==> src/hw/rtl/sspc_pkg.sv <==
`default_nettype none
package sspc_pkg;
   localparam int ACCEL_TICKS_DEF    = 10000;
   localparam int START_INTERVAL_DEF = 30;
   localparam int AUTO_PERIOD_DEF    = 100;

   localparam logic [1:0] MODE_MANUAL = 2'd0;
   localparam logic [1:0] MODE_AUTO   = 2'd1;
   localparam logic [1:0] MODE_NONE   = 2'd2;

   typedef enum logic [3:0] {
      ST_IDLE,
      ST_CMD,
      ST_DIV,
      ST_CMD_FIN,
      ST_AIM,
      ST_TICK,
      ST_AUTO_MOD,
      ST_AUTO_FIN,
      ST_MAN_TAIL,
      ST_OUT
   } state_type;

   typedef enum logic [1:0] {
      DV_TARGET,
      DV_LOW,
      DV_HIGH,
      DV_PERIOD
   } div_job_type;
endpackage
`default_nettype wire

==> src/hw/rtl/stepper_sweep_position_controller.sv <==
// result path: a plain tick or a rejected command goes through ST_TICK or ST_CMD to
//    ST_OUT; a sweep tick adds a remainder pass in ST_AUTO_MOD, a manual tick that
//    re-aims and every accepted command run the shared 32-bit restoring divider
//    (one quotient bit a cycle), up to three times per command
// throughput: one request at a time, the next is taken once the result is taken
// reset: synchronous, active high; request and divider registers are not reset
`default_nettype none
module stepper_sweep_position_controller
   import sspc_pkg::*;
#(
   parameter int ACCEL_TICKS    = ACCEL_TICKS_DEF,
   parameter int START_INTERVAL = START_INTERVAL_DEF,
   parameter int AUTO_PERIOD    = AUTO_PERIOD_DEF
) (
   input  wire logic               clock,
   input  wire logic               reset,
   input  wire logic               req_valid,
   output logic                    req_ready,
   input  wire logic               req_kind,
   input  wire logic               req_home_sensor,
   input  wire logic               req_cmd_auto,
   input  wire logic [2:0]         req_cmd_microstep,
   input  wire logic [11:0]        req_cmd_angle,
   input  wire logic [11:0]        req_cmd_start_angle,
   input  wire logic [11:0]        req_cmd_end_angle,
   input  wire logic [15:0]        req_cmd_speed,
   output logic                    rsp_valid,
   input  wire logic               rsp_ready,
   output logic                    rsp_step_toggle,
   output logic                    rsp_direction,
   output logic signed [13:0]      rsp_position,
   output logic                    rsp_timer_enable,
   output logic [15:0]             rsp_tick_period,
   output logic                    rsp_done_res,
   output logic                    rsp_homed
);
   localparam logic [13:0] ACC_LIM = 14'(ACCEL_TICKS);
   localparam logic [15:0] START_I = 16'(START_INTERVAL);
   localparam logic [15:0] AUTO_P  = 16'(AUTO_PERIOD);

   state_type state_ff, state_in;

   logic signed [13:0] pos_ff, pos_in, tgt_ff, tgt_in;
   logic [12:0] low_ff, low_in, high_ff, high_in, full_ff, full_in;
   logic [2:0]  ms_now_ff, ms_now_in, ms_prev_ff, ms_prev_in;
   logic homed_ff, homed_in, done_ff, done_in, rdy_ff, rdy_in, dir_ff, dir_in;
   logic resch_ff, resch_in, ton_ff, ton_in, tog_ff, tog_in;
   logic [1:0]  mode_ff, mode_in;
   logic [13:0] acc_ff, acc_in;
   logic [15:0] itv_ff, itv_in, mper_ff, mper_in, tper_ff, tper_in;
   logic [14:0] dec_ff, dec_in;
   logic [11:0] pang_ff, pang_in;

   // captured request
   logic        kind_ff, kind_in, sens_ff, sens_in, cauto_ff, cauto_in;
   logic [2:0]  code_ff, code_in;
   logic [11:0] sa_ff, sa_in, ea_ff, ea_in;
   logic [15:0] spd_ff, spd_in;

   // shared divider
   div_job_type job_ff, job_in;
   logic [31:0] num_ff, num_in, den_ff, den_in, quo_ff, quo_in, rem_ff, rem_in;
   logic [5:0]  cnt_ff, cnt_in;
   logic [11:0] aimang_ff, aimang_in;
   logic [32:0] trial;

   assign trial = {rem_ff, num_ff[31]} - {1'b0, den_ff};

   assign req_ready        = (state_ff == ST_IDLE);
   assign rsp_valid        = (state_ff == ST_OUT);
   assign rsp_step_toggle  = tog_ff;
   assign rsp_direction    = dir_ff;
   assign rsp_position     = pos_ff;
   assign rsp_timer_enable = ton_ff;
   assign rsp_tick_period  = tper_ff;
   assign rsp_done_res     = done_ff;
   assign rsp_homed        = homed_ff;

   always_ff @(posedge clock) begin
      if (reset) begin
         state_ff <= ST_IDLE;
         pos_ff <= '0; tgt_ff <= '0; low_ff <= '0; high_ff <= '0; full_ff <= '0;
         ms_now_ff <= '0; ms_prev_ff <= '0; homed_ff <= 1'b0; done_ff <= 1'b0;
         mode_ff <= MODE_NONE; rdy_ff <= 1'b1; acc_ff <= '0; itv_ff <= START_I;
         dec_ff <= 15'd4; dir_ff <= 1'b0; pang_ff <= '0; resch_ff <= 1'b0;
         mper_ff <= 16'd2000; ton_ff <= 1'b1; tper_ff <= AUTO_P; tog_ff <= 1'b0;
      end else begin
         state_ff <= state_in;
         pos_ff <= pos_in; tgt_ff <= tgt_in; low_ff <= low_in; high_ff <= high_in;
         full_ff <= full_in; ms_now_ff <= ms_now_in; ms_prev_ff <= ms_prev_in;
         homed_ff <= homed_in; done_ff <= done_in; mode_ff <= mode_in;
         rdy_ff <= rdy_in; acc_ff <= acc_in; itv_ff <= itv_in; dec_ff <= dec_in;
         dir_ff <= dir_in; pang_ff <= pang_in; resch_ff <= resch_in;
         mper_ff <= mper_in; ton_ff <= ton_in; tper_ff <= tper_in; tog_ff <= tog_in;
      end
   end

   always_ff @(posedge clock) begin
      kind_ff <= kind_in; sens_ff <= sens_in; cauto_ff <= cauto_in;
      code_ff <= code_in; sa_ff <= sa_in; ea_ff <= ea_in; spd_ff <= spd_in;
      job_ff <= job_in; num_ff <= num_in; den_ff <= den_in; quo_ff <= quo_in;
      rem_ff <= rem_in; cnt_ff <= cnt_in; aimang_ff <= aimang_in;
   end

   always_comb begin
      state_in = state_ff;
      pos_in = pos_ff; tgt_in = tgt_ff; low_in = low_ff; high_in = high_ff;
      full_in = full_ff; ms_now_in = ms_now_ff; ms_prev_in = ms_prev_ff;
      homed_in = homed_ff; done_in = done_ff; mode_in = mode_ff; rdy_in = rdy_ff;
      acc_in = acc_ff; itv_in = itv_ff; dec_in = dec_ff; dir_in = dir_ff;
      pang_in = pang_ff; resch_in = resch_ff; mper_in = mper_ff; ton_in = ton_ff;
      tper_in = tper_ff; tog_in = tog_ff;
      kind_in = kind_ff; sens_in = sens_ff; cauto_in = cauto_ff; code_in = code_ff;
      sa_in = sa_ff; ea_in = ea_ff; spd_in = spd_ff;
      job_in = job_ff; num_in = num_ff; den_in = den_ff; quo_in = quo_ff;
      rem_in = rem_ff; cnt_in = cnt_ff; aimang_in = aimang_ff;

      case (state_ff)
         ST_IDLE: begin
            if (req_valid) begin
               kind_in = req_kind; sens_in = req_home_sensor; cauto_in = req_cmd_auto;
               code_in = req_cmd_microstep; sa_in = req_cmd_start_angle;
               ea_in = req_cmd_end_angle; spd_in = req_cmd_speed;
               tog_in = 1'b0;
               aimang_in = req_cmd_angle;
               state_in = req_kind ? ST_CMD : ST_TICK;
            end
         end
         ST_CMD: begin
            if (!(homed_ff && done_ff)) begin
               state_in = ST_OUT;
            end else begin
               mode_in = {1'b0, cauto_ff};
               if (code_ff != ms_prev_ff) begin
                  homed_in = 1'b0; resch_in = 1'b1;
               end
               ms_now_in = code_ff;
               full_in = (code_ff <= 3'd4) ? 13'(13'd400 << code_ff) : 13'd0;
               pang_in = aimang_ff;
               if (cauto_ff) begin
                  dec_in = spd_ff[15:1]; rdy_in = 1'b0; resch_in = 1'b1;
                  homed_in = 1'b0; aimang_in = sa_ff;
                  job_in = DV_LOW;
                  num_in = 32'(sa_ff) * 32'(full_in);
                  den_in = 32'd3600;
               end else if (spd_ff == 16'd0 || code_ff > 3'd4) begin
                  mper_in = 16'hFFFF;
                  job_in = DV_TARGET;
                  num_in = 32'(2 * 32'(aimang_ff) * 32'(full_in) + 32'd3600);
                  den_in = 32'd7200;
               end else begin
                  job_in = DV_PERIOD;
                  num_in = 32'd150000;
                  den_in = 32'(32'(spd_ff) << (code_ff + 3'd1));
               end
               rem_in = '0; quo_in = '0; cnt_in = 6'd32;
               state_in = ST_DIV;
            end
         end
         ST_DIV: begin
            if (!trial[32]) begin
               rem_in = trial[31:0]; quo_in = {quo_ff[30:0], 1'b1};
            end else begin
               rem_in = {rem_ff[30:0], num_ff[31]}; quo_in = {quo_ff[30:0], 1'b0};
            end
            num_in = {num_ff[30:0], 1'b0};
            cnt_in = cnt_ff - 6'd1;
            if (cnt_ff == 6'd1) state_in = ST_CMD_FIN;
         end
         ST_CMD_FIN: begin
            rem_in = '0; quo_in = '0; cnt_in = 6'd32;
            state_in = ST_DIV;
            case (job_ff)
               DV_PERIOD: begin
                  mper_in = (quo_ff > 32'd65535) ? 16'hFFFF : quo_ff[15:0];
                  job_in = DV_TARGET;
                  num_in = 32'(2 * 32'(aimang_ff) * 32'(full_ff) + 32'd3600);
                  den_in = 32'd7200;
               end
               DV_LOW: begin
                  low_in = quo_ff[12:0];
                  job_in = DV_HIGH;
                  num_in = 32'(ea_ff) * 32'(full_ff);
                  den_in = 32'd3600;
               end
               DV_HIGH: begin
                  high_in = quo_ff[12:0];
                  job_in = DV_TARGET;
                  num_in = 32'(2 * 32'(aimang_ff) * 32'(full_ff) + 32'd3600);
                  den_in = 32'd7200;
               end
               DV_TARGET: begin
                  tgt_in = quo_ff[13:0];
                  state_in = ST_AIM;
               end
               default: state_in = ST_OUT;
            endcase
         end
         ST_AIM: begin
            if (tgt_ff > pos_ff) begin
               dir_in = 1'b0; ton_in = 1'b1; tper_in = mper_ff;
            end else if (tgt_ff < pos_ff) begin
               dir_in = 1'b1; ton_in = 1'b1; tper_in = mper_ff;
            end else if (mode_ff == MODE_MANUAL) begin
               ton_in = 1'b0;
            end
            if (kind_ff) state_in = ST_OUT;
            else begin
               resch_in = 1'b0;
               state_in = ST_MAN_TAIL;
            end
         end
         ST_TICK: begin
            tog_in = (mode_ff == MODE_MANUAL) || !homed_ff;
            state_in = ST_OUT;
            if (!homed_ff) begin
               dir_in = 1'b1; done_in = 1'b0;
               if (sens_ff) begin
                  homed_in = 1'b1; ms_prev_in = ms_now_ff;
                  pos_in = 14'(full_ff[12:1]); done_in = 1'b1;
                  if (tgt_ff > 14'(full_ff[12:1])) dir_in = 1'b0;
                  else if (tgt_ff < 14'(full_ff[12:1])) dir_in = 1'b1;
               end
            end
            if (homed_in) begin
               if (mode_ff == MODE_AUTO) begin
                  resch_in = 1'b0;
                  if (rdy_ff) begin
                     acc_in = acc_ff + 14'd1;
                     itv_in = itv_ff;
                     if (acc_in >= ACC_LIM) begin
                        itv_in = (itv_ff > 16'(dec_ff)) ? itv_ff - 16'(dec_ff) : 16'd1;
                        acc_in = '0;
                     end
                     if (itv_in == 16'd0) itv_in = 16'd1;
                     num_in = 32'(acc_in); den_in = 32'(itv_in);
                     rem_in = '0; quo_in = '0; cnt_in = 6'd14;
                     num_in = {acc_in, 18'd0};
                     state_in = ST_AUTO_MOD;
                  end else begin
                     tog_in = !tog_in;
                     if (pos_in == tgt_ff) begin
                        rdy_in = 1'b1; tper_in = AUTO_P;
                     end else begin
                        pos_in = dir_in ? pos_in - 14'sd1 : pos_in + 14'sd1;
                     end
                  end
               end else if (mode_ff == MODE_MANUAL) begin
                  if (resch_ff) begin
                     pos_in = pos_in; aimang_in = pang_ff;
                     job_in = DV_TARGET;
                     num_in = 32'(2 * 32'(pang_ff) * 32'(full_ff) + 32'd3600);
                     den_in = 32'd7200;
                     rem_in = '0; quo_in = '0; cnt_in = 6'd32;
                     state_in = ST_DIV;
                  end else begin
                     if (pos_in == tgt_ff) begin
                        done_in = 1'b1; ton_in = 1'b0;
                     end else begin
                        done_in = 1'b0;
                        pos_in = dir_in ? pos_in - 14'sd1 : pos_in + 14'sd1;
                     end
                  end
               end
            end
         end
         ST_MAN_TAIL: begin
            if (pos_ff == tgt_ff) begin
               done_in = 1'b1; ton_in = 1'b0;
            end else begin
               done_in = 1'b0;
               pos_in = dir_ff ? pos_ff - 14'sd1 : pos_ff + 14'sd1;
            end
            state_in = ST_OUT;
         end
         ST_AUTO_MOD: begin
            if (!trial[32]) rem_in = trial[31:0];
            else rem_in = {rem_ff[30:0], num_ff[31]};
            num_in = {num_ff[30:0], 1'b0};
            cnt_in = cnt_ff - 6'd1;
            if (cnt_ff == 6'd1) state_in = ST_AUTO_FIN;
         end
         ST_AUTO_FIN: begin
            if (rem_ff == 32'd0) begin
               if (pos_ff >= $signed({1'b0, high_ff}) ||
                   pos_ff <= $signed({1'b0, low_ff})) begin
                  acc_in = '0; itv_in = START_I; dir_in = !dir_ff;
               end
               tog_in = !tog_ff;
               pos_in = dir_in ? pos_ff - 14'sd1 : pos_ff + 14'sd1;
            end
            state_in = ST_OUT;
         end
         ST_OUT: begin
            if (rsp_ready) state_in = ST_IDLE;
         end
         default: state_in = ST_IDLE;
      endcase
   end
endmodule
`default_nettype wire
==> config.mk <==
export PLATFORM = sky130hd
export DESIGN_NAME = stepper_sweep_position_controller
export DESIGN_NICKNAME = d
export VERILOG_FILES = /design/src/hw/rtl/sspc_pkg.sv /design/src/hw/rtl/stepper_sweep_position_controller.sv
export SDC_FILE = /design/constraint.sdc
export NUM_CORES = 2
export LEC_CHECK = 0
export BUFFER_PORTS_ARGS = -buffer_cell sky130_fd_sc_hd__buf_2
export CAP_MARGIN = 10
export CORE_MARGIN = 2
export CORE_UTILIZATION = 44
export DETAILED_ROUTE_END_ITERATION = 16
export GPL_TIMING_DRIVEN = 0
export PLACE_DENSITY = 0.67
export SETUP_SLACK_MARGIN = 0.2
export SLEW_MARGIN = 15
export SYNTH_ARGS = -nofsm -noshare
export SYNTH_HDL_FRONTEND = slang
export SYNTH_SLANG_ARGS = --single-unit
==> constraint.sdc <==
create_clock -name clock -period 11.4 [get_ports clock]
set_clock_uncertainty 0.1 [all_clocks]
set_input_delay 1.71 -clock clock [delete_from_list [all_inputs] [get_ports clock]]
set_output_delay 1.71 -clock clock [all_outputs]
set_load 0.1 [all_outputs]
After elaboration in Yosys (flattened, before gate mapping)

Index checks and enable logic that the tools add are counted.

Bitwise gates (word level): 1
Shifts and indexed selects: 2
Multiply operators: 5
Magnitude comparators: 10
Add/subtract/negate cells: 12
Reductions and logical operators: 55
Muxes and demuxes: 172
Equal/unequal tests: 47

Operator list:

| kind                                                                               | number |
|---|---|
| 32-bit two-way mux                                                                 | 21 |
| 32-bit case mux with 4 select lines                                                | 3 |
| 16-bit two-way mux                                                                 | 23 |
| 14-bit two-way mux                                                                 | 20 |
| 32-bit case mux with 2 select lines                                                | 2 |
| 12-bit by 13-bit multiplier with 25-bit output                                     | 5 |
| 16-bit case mux with 2 select lines                                                | 3 |
| 32-bit case mux with 3 select lines                                                | 1 |
| 12-bit two-way mux                                                                 | 7 |
| 26-bit by 12-bit adder with 27-bit output (second input constant)                  | 3 |
| 27-bit two-way mux                                                                 | 2 |
| 1-bit two-way mux                                                                  | 50 |
| 2-bit != test (second input constant)                                              | 22 |
| 14-bit case mux with 3 select lines                                                | 1 |
| 4-bit two-way mux                                                                  | 10 |
| 6-bit two-way mux                                                                  | 6 |
| 12-bit case mux with 3 select lines                                                | 1 |
| 4-bit case mux with 9 select lines                                                 | 1 |
| 33-bit by 32-bit subtractor with 33-bit output                                     | 1 |
| 32-bit by 16-bit greater-than comparator with 1-bit output (second input constant) | 1 |
| 16-bit zero test                                                                   | 2 |
| 32-bit zero test                                                                   | 1 |
| 16-bit by 3-bit left shift with 32-bit output                                      | 1 |
| 6-bit AND reduction                                                                | 5 |
| other kinds (53)                                                                   | 112 |

Logic and storage cells: 340
Output and inout bits: 37
Bits in registers: 369

Logic depth before layout (Yosys ltp)

Depth after elaboration: 13
Mapped depth: 30
Depth with buffers taken out: 26

Worst setup path before layout

OpenSTA, ideal clock, no wires.

Path kind: register to register
Start point: register code_ff[0]
End point: register num_ff[23] (data pin)
Period minus slack after synthesis: 8.171 ns
Library setup time: 0.272 ns
Data arrival time: 7.799 ns
Setup slack: 3.229 ns
Required time: 11.028 ns
Cell stages (with the launch flop): 30
Path through: edfxtp_1 -> clkbuf_1 -> inv_1 -> clkbuf_1 -> ha_1 -> buf_1 -> inv_1 -> o21ai_1 -> clkbuf_1 -> nand2_1 -> fa_1 -> inv_1 -> fa_1 -> inv_1 -> fa_1 -> inv_1 -> fa_1 -> inv_1 -> fa_1 -> inv_1 -> ha_1 -> o21a_1 -> a211oi_1 -> o21ai_0 -> and4b_1 -> nor4_2 -> nor4b_1 -> xnor2_1 -> nor2_1 -> or4_1

Cells in the longest elaborated chain, start to end: 8
Elaborated cells between the ends (all ways): 12

Ends and longest elaborated chain:

| item                                                                                       | line                                     | text |
|---|---|---|
| from (decl)                                                                                | stepper_sweep_position_controller.sv:56  | `logic [2:0] code_ff, code_in;` |
| from (signal assigned)                                                                     | stepper_sweep_position_controller.sv:100 | `code_ff <= code_in; sa_ff <= sa_in; ea_ff <= ea_in; spd_ff <= spd_in;` |
| 3-bit <= comparator / 9-bit by 3-bit left shift with 13-bit output (equally long branches) | stepper_sweep_position_controller.sv:138 | `full_in = (code_ff <= 3'd4) ? 13'(13'd400 << code_ff) : 13'd0;` |
| 13-bit two-way mux                                                                         | stepper_sweep_position_controller.sv:138 |  |
| 12-bit by 13-bit multiplier with 25-bit output                                             | stepper_sweep_position_controller.sv:149 | `num_in = 32'(2 * 32'(aimang_ff) * 32'(full_in) + 32'd3600);` |
| 26-bit by 12-bit adder with 27-bit output                                                  | stepper_sweep_position_controller.sv:149 |  |
| 27-bit two-way mux                                                                         | stepper_sweep_position_controller.sv:146 | `end else if (spd_ff == 16'd0 \|\| code_ff > 3'd4) begin` |
| 27-bit two-way mux *                                                                       | stepper_sweep_position_controller.sv:140 | `if (cauto_ff) begin` |
| 32-bit two-way mux *                                                                       | stepper_sweep_position_controller.sv:130 | `if (!(homed_ff && done_ff)) begin` |
| 32-bit case mux with 4 select lines *                                                      | stepper_sweep_position_controller.sv:118 | `case (state_ff)` |
| named net num_in[23]                                                                       | stepper_sweep_position_controller.sv:62  | `logic [31:0] num_ff, num_in, den_ff, den_in, quo_ff, quo_in, rem_ff, rem_in;` |
| to (signal assigned)                                                                       | stepper_sweep_position_controller.sv:101 | `job_ff <= job_in; num_ff <= num_in; den_ff <= den_in; quo_ff <= quo_in;` |
| to (decl)                                                                                  | stepper_sweep_position_controller.sv:62  |  |

The timed path passes the listed nets; every way through them passes the cells marked *. The select of a mux whose other input is x is not followed.
A chain may end at the register's enable or synchronous reset.

Worst setup path in the final report

Ends and elaborated chain as after synthesis.

==> results.tsv <==
metric	value	unit
status	complete, no violations	
setup bufs post-CTS	0	
Finished Cell Area	43900	sq um
Critical Path RT	11.62	ns
clock buffer depth	3	
Yosys cell types	92	
Max VDD drop	0.274	mV
IO Pins	99	
Final Slew Violations	0	
compound-cell area share of the yosys netlist	14.4	%
core outline area	90100	sq um
Rows	110	
Design Power	10.6	mW
drt first-iter violations	3214	
total CTS buffers	44	
drt drc	0	
number of flops mapped to enable cells by yosys	181	
die area	93700	sq um
commonest non-fill, non-tap cell in the layout	nand2_1	
DR pass1 iterations	6	
Critical Path AT	10.30	ns
mapped cell area	40100	sq um
syn avg cell area	8.40	sq um
Avg WL per Cell	20.9	microns
ANT nets after route	0	
Vias	35500	
Area contributors post-synth	fa_1 (18%), edfxtp_1 (14%), ha_1 (13%)	
P_sw	5.35	mW
share of async-settable or async-resettable flops after synthesis	0	%
highest net fanout along the worst path	12	
Max Clock Freq	0.0992	GHz
slowest stage delay, CP	0.66	ns
# port buffers	97	
Hold WC Path Type	register to register	
routed wire length	128000	microns
register area	8860	sq um
worst slew pin tran	1.26	ns
sw frac	50.3	%
GRT Util Overall	27.1	%
Starting Density	44.5	%
Vert. Die Dim	306	microns
Startpoint Class	register	
Worst path slowest cell	o21ai_2	
XOR/XNOR share of the synthesized area	4.19	%
final setup fails	0	
Crit Path Class	register to register	
cell count after synthesis	4777	
Seq/Total Area, Yosys	22.1	%
average via count per standard cell	5.78	
pin count of the biggest net entering global routing	34	
Final min period	10.08	ns
GRT overflow	0	
slack of the critical path	1.32	ns
root buf cell	clkbuf_16	
Combinational Power Share	65.6	%
Max H-tree Level	2	
#FFs+latches synth	352	
synthesized-area fraction occupied by adder cells	30.3	%
Syn Nets	5599	
leakage	19.8	nW
Max-cap violations	0	
Final HPWL DP	100000	microns
main combinational cell family by area after synthesis	adder cells	
Simple-Gate Fraction of Synth Area	19.2	%
most frequent cells in the layout	nand2_1 (732), inv_1 (648), ha_1 (407)	
post-CTS sizing	0	
crit-path most repeated cell	inv_1	
hold_buf cts	0	
initial antenna violation count	4	
Seq pwr share	19.9	%
PwrDens	242	nW/um^2
Layout area overhead	9.37	%
top-area cell type share of the netlist area	17.6	%
Clk pwr share	14.5	%
placed cell area	42300	sq um
multiplexer share of the synthesized area	1.23	%
Internal	5.29	mW
insertion delay to the later sink of the worst-skew pair	0.59	ns
fillcell total	8627	
Sink Count	352	
fin crit share	88.4	%
multi-input logic area	27900	sq um
vias in the first global route	34500	
Synth warnings	0	
CTS tree	yes	
Primary FF master, synth	edfxtp_1	
Total Neg Setup Slack	0	ns
Synth area leader	fa_1	
CTS clk-pin slew, worst paths	0.06	ns
RSZ-0062 raised after global routing	false	
GP Congestion	0.985	
worst slack, placed	1.14	ns
Net count, final	5748	
Die W	306	microns
Crit. End Element	register	
first-pass GRT wire length	198000	microns
worst rel slew slack	15.7	%
Final Hold Viols	0	
layout cells sized above 1	5.02	%
## cell families (layout without fill, tap and decap cells)
logic type / Yosys count / in the layout
multiplexers: 44 / 44
other: 0 / 3
flip-flops: 352 / 352
XOR/XNOR: 192 / 192
AND/OR/NAND/NOR: 1637 / 1637
adder cells (fa/ha/maj): 760 / 760
buffers and inverters: 905 / 1090
AO/OA/AOI/OAI: 887 / 887
## flip-flops by register name, summed over array words and instances (netlist names), 13 cells and up
signal,cells
rem_ff,32
mper_ff,16
acc_ff,14
itv_ff,16
low_ff,13
quo_ff,32
num_ff,28
high_ff,13
tgt_ff,14
rsp_tick_period,16
den_ff,23
dec_ff,15
spd_ff,16
rsp_position,14
## area by class of cell
cell class,count,area share (%)
multi-input combinational,3520,63.6
sequential,352,20.2
inverter,652,5.57
tap,1176,3.35
clock buffer,58,3.03
buffer,253,2.23
timing repair buffer,103,1.40
clock inverter,24,0.613
antenna,3,0.0171
## final timing paths
path | from | end | slack (ns) | cells past startpoint
max | code_ff[0] | num_ff[23] | 1.32 | 29
min | rsp_tick_period[4] | rsp_tick_period[4] | 0.35 | 2
max reg2reg | code_ff[0] | num_ff[23] | 1.32 | 29
min reg2reg | rsp_tick_period[4] | rsp_tick_period[4] | 0.35 | 2
## power by group through the flow
stage          registers, mW  clock network (mW)  logic [mW]
2_1_floorplan           2.17                   0        4.90
3_3_place_gp            2.16                   0        6.69
3_5_place_dp            2.14                   0        6.85
4_1_cts                 2.12                1.56        6.91
5_1_grt                 2.15                1.61        7.68
6_report                2.12                1.54        6.98
## cells in the mapped netlist, types with 89 or more instances
library cell / instances
o21ai_0: 148
clkbuf_1: 235
inv_1: 648
nand2_1: 732
nor2_1: 228
ha_1: 407
xnor2_1: 120
nand3_1: 89
dfxtp_1: 171
fa_1: 353
nor3_1: 102
a21oi_1: 284
and2_1: 245
edfxtp_1: 181
## routing by layer
layer / up-vias / share of wire (%) / track usage [%]
li1: 16400 / - / -
met1: 17300 / 42 / 35.7
met2: 1480 / 46 / 44.3
met3: 302 / 8.0 / 4.04
met4: 0 / 4.8 / 11.5
met5: - / 0 / 0
## worst max-delay path, delay by kind of cell (launching register included)
kind,cells,cell delay [ns]
adders and majority gates,7,3.38
buffers and inverters,11,2.38
AOI/OAI and AO/OA,4,1.77
and+or+nand+nor,6,1.59
DFF,1,0.39
xor gates and xnor gates,1,0.20
## through the flow
stage	util, %	hold slack (ns)	cells
2_1_floorplan	-	0.336	4777
3_5_place_dp	46.9	0.341	6056
3_3_place_gp	46.7	0.336	6050
6_report	48.7	0.348	6141
5_1_grt	48.7	0.367	6138
4_1_cts	48.7	0.350	6138
No activity file was read; power rests on OpenSTA's default activity.
